===== src/design/gfrt_pkg.sv =====
// Shared types, codes and the sine table of the grid fan ray tracer.
// No dependencies; imported by every module of the block.
`timescale 1ns / 1ps

package gfrt_pkg;

    localparam int MAP_W_DEF = 512;
    localparam int MAP_H_DEF = 512;

    // opcodes
    localparam logic [1:0] OP_WRITE = 2'd0;
    localparam logic [1:0] OP_READ  = 2'd1;
    localparam logic [1:0] OP_TRACE = 2'd2;

    // result kinds
    localparam logic [1:0] KIND_READ  = 2'd0;
    localparam logic [1:0] KIND_SIGHT = 2'd1;
    localparam logic [1:0] KIND_COUNT = 2'd2;

    // cell classes
    localparam logic [3:0] CLS_GREEN  = 4'd1;
    localparam logic [3:0] CLS_PINK   = 4'd2;
    localparam logic [3:0] CLS_BLACK  = 4'd3;
    localparam logic [3:0] CLS_OBJ_LO = 4'd4;
    localparam logic [3:0] CLS_OBJ_HI = 4'd13;
    localparam logic [3:0] OBJ_BIAS   = 4'd3;

    // register indexes
    localparam logic [1:0] CFG_RAY_LEN  = 2'd0;
    localparam logic [1:0] CFG_HALF_FAN = 2'd1;
    localparam logic [1:0] CFG_COLS     = 2'd2;
    localparam logic [1:0] CFG_ROWS     = 2'd3;

    localparam logic [5:0] RST_RAY_LEN  = 6'd45;
    localparam logic [6:0] RST_HALF_FAN = 7'd45;
    localparam logic [9:0] RST_COLS     = 10'd512;
    localparam logic [9:0] RST_ROWS     = 10'd512;

    localparam logic [9:0] TURN_DEG    = 10'd360;
    localparam logic [9:0] HALF_DEG    = 10'd180;
    localparam logic [9:0] QUARTER_DEG = 10'd90;
    localparam logic [9:0] THREEQ_DEG  = 10'd270;

    localparam int PW  = 28;  // position, Q11.16 signed plus margin
    localparam int SW  = 23;  // step, signed
    localparam int NW  = 7;   // step count
    localparam int CW  = 12;  // cell coordinate
    localparam int LW  = 14;  // edge limit
    localparam int CFG_DW = 10;

    localparam longint unsigned PI_Q30 = 64'd3373259426;

    typedef struct packed {
        logic [1:0] opcode;
        logic [8:0] cell_x;
        logic [8:0] cell_y;
        logic [3:0] cell_class;
        logic [8:0] heading_deg;
    } t_in_item;

    typedef struct packed {
        logic [1:0]  kind;
        logic [3:0]  cell_value;
        logic [3:0]  object_number;
        logic [8:0]  origin_x;
        logic [8:0]  origin_y;
        logic [15:0] trace_index;
        logic [12:0] green_count;
        logic        last;
    } t_out_item;

    typedef struct packed {
        logic signed [SW-1:0] step_x;
        logic signed [SW-1:0] step_y;
        logic [NW-1:0]        nsteps;
    } t_ray_res;

    typedef logic [15:0] t_sin_tab [0:90];

    // sin(d) * 32768 from the odd series up to x^13, Q30 arithmetic
    function automatic logic [15:0] sin_entry(input int unsigned d);
        longint unsigned xr;
        longint unsigned t;
        longint acc;
        xr  = (64'(d) * PI_Q30 + 64'd90) / 64'd180;
        t   = xr;
        acc = longint'(xr);
        t = (((t * xr) >> 30) * xr) >> 30;  t = t / 64'd6;   acc = acc - longint'(t);
        t = (((t * xr) >> 30) * xr) >> 30;  t = t / 64'd20;  acc = acc + longint'(t);
        t = (((t * xr) >> 30) * xr) >> 30;  t = t / 64'd42;  acc = acc - longint'(t);
        t = (((t * xr) >> 30) * xr) >> 30;  t = t / 64'd72;  acc = acc + longint'(t);
        t = (((t * xr) >> 30) * xr) >> 30;  t = t / 64'd110; acc = acc - longint'(t);
        t = (((t * xr) >> 30) * xr) >> 30;  t = t / 64'd156; acc = acc + longint'(t);
        if (acc < 0) acc = 0;
        acc = (acc + 64'sd16384) >>> 15;
        if (acc > 64'sd32768) acc = 64'sd32768;
        return 16'(acc);
    endfunction

    function automatic t_sin_tab build_sin_tab();
        t_sin_tab tab;
        for (int d = 0; d <= 90; d++) begin
            tab[d] = sin_entry(d);
        end
        return tab;
    endfunction

    localparam t_sin_tab SIN_TAB = build_sin_tab();

    // signed sine of a whole angle 0..359, folded onto the quarter table
    function automatic logic signed [16:0] sin_deg(input logic [8:0] a);
        logic [9:0] aw;
        logic [9:0] idx;
        logic       neg;
        aw = {1'b0, a};
        if (aw <= QUARTER_DEG) begin
            idx = aw;               neg = 1'b0;
        end else if (aw <= HALF_DEG) begin
            idx = HALF_DEG - aw;    neg = 1'b0;
        end else if (aw <= THREEQ_DEG) begin
            idx = aw - HALF_DEG;    neg = 1'b1;
        end else begin
            idx = TURN_DEG - aw;    neg = 1'b1;
        end
        return neg ? -$signed({1'b0, SIN_TAB[idx[6:0]]}) : $signed({1'b0, SIN_TAB[idx[6:0]]});
    endfunction

endpackage


===== src/design/gfrt_ray.sv =====
// Per-ray setup: end point, step count (bitwise square root) and
// fixed-point step sizes (restoring divider, two lanes). Uses gfrt_pkg.
`timescale 1ns / 1ps

module gfrt_ray import gfrt_pkg::*; (
    input  logic        i_clk,
    input  logic        i_rst_n,
    input  logic        i_start,
    input  logic [8:0]  i_x0,
    input  logic [8:0]  i_y0,
    input  logic [5:0]  i_len,
    input  logic [8:0]  i_ang,
    output logic        o_done,
    output t_ray_res    o_res
);

    localparam int DVW = 22;

    typedef enum logic [6:0] {
        R_IDLE  = 7'b0000001,
        R_MUL   = 7'b0000010,
        R_DELTA = 7'b0000100,
        R_SQ    = 7'b0001000,
        R_SQRT  = 7'b0010000,
        R_DIV   = 7'b0100000,
        R_FIN   = 7'b1000000
    } t_ray_state;

    t_ray_state r_state, n_state;

    logic signed [16:0] r_sn, r_cs;
    logic signed [23:0] r_lsn, r_lcs;
    logic signed [7:0]  r_ddx, r_ddy;
    logic [12:0]        r_sq;
    logic [NW-1:0]      r_root;
    logic [2:0]         r_bit;
    logic [NW-1:0]      r_nst;
    logic [DVW-1:0]     r_dvx, r_dvy;
    logic [NW-1:0]      r_rmx, r_rmy;
    logic [4:0]         r_cnt;

    logic [8:0]         cos_ang;
    logic signed [25:0] sum_x, sum_y;
    logic signed [7:0]  ddx, ddy;
    logic signed [15:0] sqx, sqy;
    logic [NW-1:0]      trial, n_root;
    logic [13:0]        trial_sq;
    logic [7:0]         abs_x, abs_y;
    logic [NW:0]        tx, ty;
    logic               gex, gey;

    // trunc-toward-zero of s / 2^15, minus the origin
    function automatic logic signed [7:0] delta(input logic signed [25:0] s,
                                                input logic [8:0] o);
        logic [25:0]        mag;
        logic signed [25:0] e;
        mag = s[25] ? 26'(-s) : 26'(s);
        e   = s[25] ? -$signed(mag >> 15) : $signed(mag >> 15);
        return 8'(e - $signed({17'b0, o}));
    endfunction

    assign cos_ang = ({1'b0, i_ang} >= THREEQ_DEG) ? 9'({1'b0, i_ang} - THREEQ_DEG)
                                                   : 9'({1'b0, i_ang} + QUARTER_DEG);

    assign sum_x = $signed({2'b0, i_x0, 15'b0}) + 26'(r_lcs);
    assign sum_y = $signed({2'b0, i_y0, 15'b0}) - 26'(r_lsn);
    assign ddx   = delta(sum_x, i_x0);
    assign ddy   = delta(sum_y, i_y0);
    assign sqx   = r_ddx * r_ddx;
    assign sqy   = r_ddy * r_ddy;

    assign trial    = r_root | (NW'(1) << r_bit);
    assign trial_sq = trial * trial;
    assign n_root   = (trial_sq <= {1'b0, r_sq}) ? trial : r_root;

    assign abs_x = r_ddx[7] ? 8'(-r_ddx) : 8'(r_ddx);
    assign abs_y = r_ddy[7] ? 8'(-r_ddy) : 8'(r_ddy);

    assign tx  = {r_rmx, r_dvx[DVW-1]};
    assign ty  = {r_rmy, r_dvy[DVW-1]};
    assign gex = tx >= {1'b0, r_nst};
    assign gey = ty >= {1'b0, r_nst};

    always_comb begin
        n_state = r_state;
        case (r_state)
            R_IDLE:  if (i_start) n_state = R_MUL;
            R_MUL:   n_state = R_DELTA;
            R_DELTA: n_state = R_SQ;
            R_SQ:    n_state = R_SQRT;
            R_SQRT:  if (r_bit == 3'd0) n_state = R_DIV;
            R_DIV:   if (r_cnt == 5'd0) n_state = R_FIN;
            R_FIN:   n_state = R_IDLE;
            default: n_state = R_IDLE;
        endcase
    end

    always_ff @(posedge i_clk) begin
        if (!i_rst_n) begin
            r_state <= R_IDLE;
        end else begin
            r_state <= n_state;
        end
    end

    always_ff @(posedge i_clk) begin
        case (r_state)
            R_IDLE: begin
                r_sn <= sin_deg(i_ang);
                r_cs <= sin_deg(cos_ang);
            end
            R_MUL: begin
                r_lcs <= $signed({1'b0, i_len}) * r_cs;
                r_lsn <= $signed({1'b0, i_len}) * r_sn;
            end
            R_DELTA: begin
                r_ddx <= ddx;
                r_ddy <= ddy;
            end
            R_SQ: begin
                r_sq   <= 13'(sqx + sqy);
                r_root <= '0;
                r_bit  <= 3'(NW - 1);
            end
            R_SQRT: begin
                r_root <= n_root;
                r_bit  <= r_bit - 3'd1;
                if (r_bit == 3'd0) begin
                    r_nst <= n_root + NW'(1);
                    r_dvx <= {abs_x[5:0], 16'b0};
                    r_dvy <= {abs_y[5:0], 16'b0};
                    r_rmx <= '0;
                    r_rmy <= '0;
                    r_cnt <= 5'(DVW - 1);
                end
            end
            R_DIV: begin
                r_rmx <= gex ? NW'(tx - {1'b0, r_nst}) : NW'(tx);
                r_rmy <= gey ? NW'(ty - {1'b0, r_nst}) : NW'(ty);
                r_dvx <= {r_dvx[DVW-2:0], gex};
                r_dvy <= {r_dvy[DVW-2:0], gey};
                r_cnt <= r_cnt - 5'd1;
            end
            default: ;
        endcase
    end

    assign o_done       = (r_state == R_FIN);
    assign o_res.step_x = r_ddx[7] ? -$signed({1'b0, r_dvx}) : $signed({1'b0, r_dvx});
    assign o_res.step_y = r_ddy[7] ? -$signed({1'b0, r_dvy}) : $signed({1'b0, r_dvy});
    assign o_res.nsteps = r_nst;

endmodule


===== config.mk =====
export PLATFORM = sky130hd
export DESIGN_NAME = gfrt_ray
export DESIGN_NICKNAME = d
export VERILOG_FILES = /design/src/design/gfrt_pkg.sv /design/src/design/gfrt_ray.sv
export SDC_FILE = /design/constraint.sdc
export NUM_CORES = 2
export LEC_CHECK = 0
export ABC_AREA = 1
export BUFFER_PORTS_ARGS = -buffer_cell sky130_fd_sc_hd__buf_2
export CAP_MARGIN = 20
export CORE_ASPECT_RATIO = 2
export CORE_MARGIN = 1.5
export CORE_UTILIZATION = 50
export CTS_BUF_LIST = sky130_fd_sc_hd__clkbuf_4 sky130_fd_sc_hd__clkbuf_8 sky130_fd_sc_hd__clkbuf_16
export DETAILED_ROUTE_END_ITERATION = 7
export PLACE_DENSITY = 0.66
export RECOVER_POWER = 50
export SYNTH_ARGS = -nofsm -noshare
export SYNTH_HDL_FRONTEND = slang
export SYNTH_SLANG_ARGS = --single-unit

===== constraint.sdc =====
create_clock -name i_clk -period 8.23 [get_ports i_clk]
set_clock_uncertainty 0.15 [all_clocks]
set_input_delay 0.4115 -clock i_clk [delete_from_list [all_inputs] [get_ports i_clk]]
set_output_delay 0.4115 -clock i_clk [all_outputs]
set_load 0.03 [all_outputs]

==> results.py <==
metrics = {
    "critical_path": {
        "path_max_fanout": 8,
        "r2r-end": "r_nst[6]",
        "critPathTopFamily": "adder cells",
        "endpoint_kind": "flop",
        "cp-startpoint": "r_bit[0]",
        "cp.arrival_ns": 7.59,
        "cp.required_ns": 8.31,
        "rrSetupSlack_ns": 0.73,
        "setup.worst_path.end": "r_nst[6]",
        "critical_path_class": "reg -> reg",
        "max_stage_delay_ns": 0.54,
        "cpMaxStageDelayCell": "fa_1",
        "worst_setup_path_start_kind": "flop",
        "r2r_start": "r_bit[0]",
        "ff2ff_path_depth": 37,
        "cp_num_buf_inv": 10,
        "crit_top_cell": "inv_1",
        "path_depth": 37,
    },
    "clock_network": {
        "path_clk_slew_ns": 0.08,
        "cts_root_buffer": "clkbuf_16",
        "clk_latency_ns": 0.49,
        "h-tree-depth": 4,
        "tritoncts": "yes",
        "cts_resized": 0,
        "cts_buffers": 17,
        "clk_path_buf_depth": 2,
        "cts_sinks": 198,
        "post_cts_buffers": 0,
    },
    "logic_synthesis": {
        "mappedNetlistNets": 4365,
        "syn_avg_cell_area_um2": 7.61,
        "ys_warn_count": 0,
        "netlist_instances": 3794,
        "synth_edf_count": 191,
        "yosysSeqAreaShare_pct": 20.3,
        "async_reset_ff_share_pct": 0,
        "synth.area.top_cells": "edfxtp_1 20%, fa_1 17%, ha_1 13%, nand2_1 11%, inv_1 9.5%",
        "ys_ff_latch": 198,
        "syn_area_mm2": 0.0289,
        "yosysUniqueCellTypes": 60,
        "synth-main-ff-cell": "edfxtp_1",
        "synth.top_cell.area_share_pct": 19.9,
        "yosysTopAreaCell": "edfxtp_1",
    },
    "job": {
        "max-cap-violations": 4,
    },
    "floorplan": {
        "die_w_um": 173,
        "coreArea_mm2": 0.0571,
        "fp.dieArea_mm2": 0.0593,
        "die_height_um": 343,
        "ios": 90,
        "start_util_pct": 50.6,
        "rows": 124,
    },
    "detailed_routing": {
        "drt-total-wl_mm": 75.5,
        "drt_iter0_markers": 1058,
        "viasPerCell": 5.30,
        "drc": 0,
        "dr.pass1.iters": 5,
        "vias": 24300,
        "post_drt_wl_per_cell_um": 16.5,
        "postRouteAntennaNets": 0,
    },
    "grt": {
        "gr-total-overflow": 0,
        "grt_max_degree": 64,
        "antenna_found_initial": 11,
        "grt_pass1_wl_mm": 122,
        "grt_pass1_vias": 25300,
        "grt_use_total_pct": 26.0,
    },
    "layout": {
        "seqCellArea_mm2": 0.00588,
        "multi_input_area_mm2": 0.0196,
        "fillers": 5651,
        "layout_common_cells": "877 x nand2_1, 732 x inv_1, 289 x ha_1",
        "finish.utilization_pct": 53.5,
        "drive_gt1_share_pct": 6.24,
        "final_common_cell": "nand2_1",
        "area_growth_syn_to_layout_pct": 5.72,
        "fin_nets": 4386,
        "finalNonFillerCells": 4586,
    },
    "sta": {
        "drv_slew": 169,
        "tns_ns": 0,
        "finalCritPeriodShare_pct": 91.2,
        "fmax_mhz": 133,
        "holdWs_ns": 0.131,
        "finalHoldViolations": 0,
        "worst_pin_slew_ns": 2.31,
        "setup_viol": 0,
        "period_needed_ns": 7.50,
        "slew_headroom_pct": -54.0,
        "rsz0062_at_grt": "no",
    },
    "power_and_ir_drop": {
        "ir_worst_vdd_uv": 231,
        "powerDensity_mw_per_mm2": 364,
        "power_mw": 11.1,
        "p_leak_nw": 16.4,
    },
    "outcome": {
        "violations": "capacitance limit, slew limit",
        "status": "finished with violations",
    },
    "min_path": {
        "hold_path_startpoint": "i_start",
        "min_path_type": "in -> reg",
    },
    "placement": {
        "hpwl_mm": 63.0,
        "io_buffer_count": 89,
        "place_inst": 4551,
        "place.gp.congestion": 1.07,
    },
}
-- flip-flops by register name, summed over array words and instances, names as in the netlist, 5 cells and up --
signal,cells
r_cnt,5
r_ddy,8
r_root,7
r_sq,13
r_dvx,22
r_lcs,24
r_state,7
r_rmx,7
r_cs,17
r_ddx,8
r_dvy,22
r_lsn,24
r_rmy,7
r_nst,7
r_sn,17
-- through the flow --
step | cell area, µm² | worst slack (ns)
2_1_floorplan | 28900 | 0.532
3_3_place_gp | 29900 | 0.854
3_5_place_dp | 29900 | 0.776
4_1_cts | 30600 | 0.728
5_1_grt | 30500 | 0.0939
6_report | 30500 | 0.728
-- cell type report --
type | instances | area share, %
Tap cell | 756 | 3.10
Sequential cell | 198 | 19.2
Antenna cell | 2 | 0.0164
Inverter | 758 | 9.33
Clock inverter | 15 | 0.758
Multi-Input combinational cell | 2728 | 64.3
Clock buffer | 17 | 1.39
Timing Repair Buffer | 112 | 1.88
-- worst register-to-register path: cells and delay by family, from the launching register on --
| kind | cells | cell delay, ns |
|---|---|---|
| xor+xnor | 2 | 0.31 |
| buf+inv | 10 | 0.96 |
| flops | 1 | 0.42 |
| fa+ha+maj | 8 | 2.93 |
| simple gates | 9 | 1.09 |
| compound gates | 8 | 1.38 |
-- where the power goes --
part	total, mW	internal (mW)	switching, mW
Clock	0.931	0.474	0.458
Combinational	8.19	3.40	4.79
Sequential	2.00	1.82	0.184
Total	11.1	5.69	5.43
-- logic make-up after synthesis --
kind of cell,Yosys count,synth area share [%]
multiplexers,1,0.0347
flip-flops,198,20.3
AND/OR/NAND/NOR,1539,22.8
XOR/XNOR,237,7.32
buffers and inverters,868,11.8
adder cells (fa/ha/maj),535,29.6
AO/OA/AOI/OAI,416,8.14
-- synthesized netlist by cell type, drive strengths merged, types with 3 or more instances --
cell	n
a21boi	4
or2	14
inv	751
xor2	173
nand3	244
o211ai	26
a31oi	8
nand3b	6
fa	246
nand2	909
clkbuf	57
o21bai	6
nor2	271
and3	3
clkinv	7
nor3	38
a21oi	172
o221ai	6
a21o	7
nor4	16
ha	289
xnor2	64
o22ai	4
dfxtp	7
edfxtp	191
a211oi	4
nand4	35
o21a	4
o21ai	168
buf	53
-- metal layers --
metal  track usage [%]  wire [µm]  share of wire, %  vias up
met3              3.50       2480               3.3      268
met5                 0         74             0.098        -
met1              22.5      24200                32    11500
met4              17.8       5270               7.0       12
li1                  -          -                 -    12000
met2              53.6      43500                58      554
-- how the worst min path moves through the flow --
stage	slack [ns]	end	cells past startpoint
floorplan	0.35	r_state[3]	2
global placement	0.43	r_dvy[18]	2
detailed placement	0.43	r_dvy[18]	2
CTS	0.10	r_state[0]	3
global route	0.15	r_state[0]	3
finish	0.13	r_state[0]	3
-- what timing repair did --
item	in CTS	in global routing
setup endpoints to repair	0	0
hold endpoints to repair	2	0
hold buffers	1	0
No activity file was read; power rests on OpenSTA's default activity.
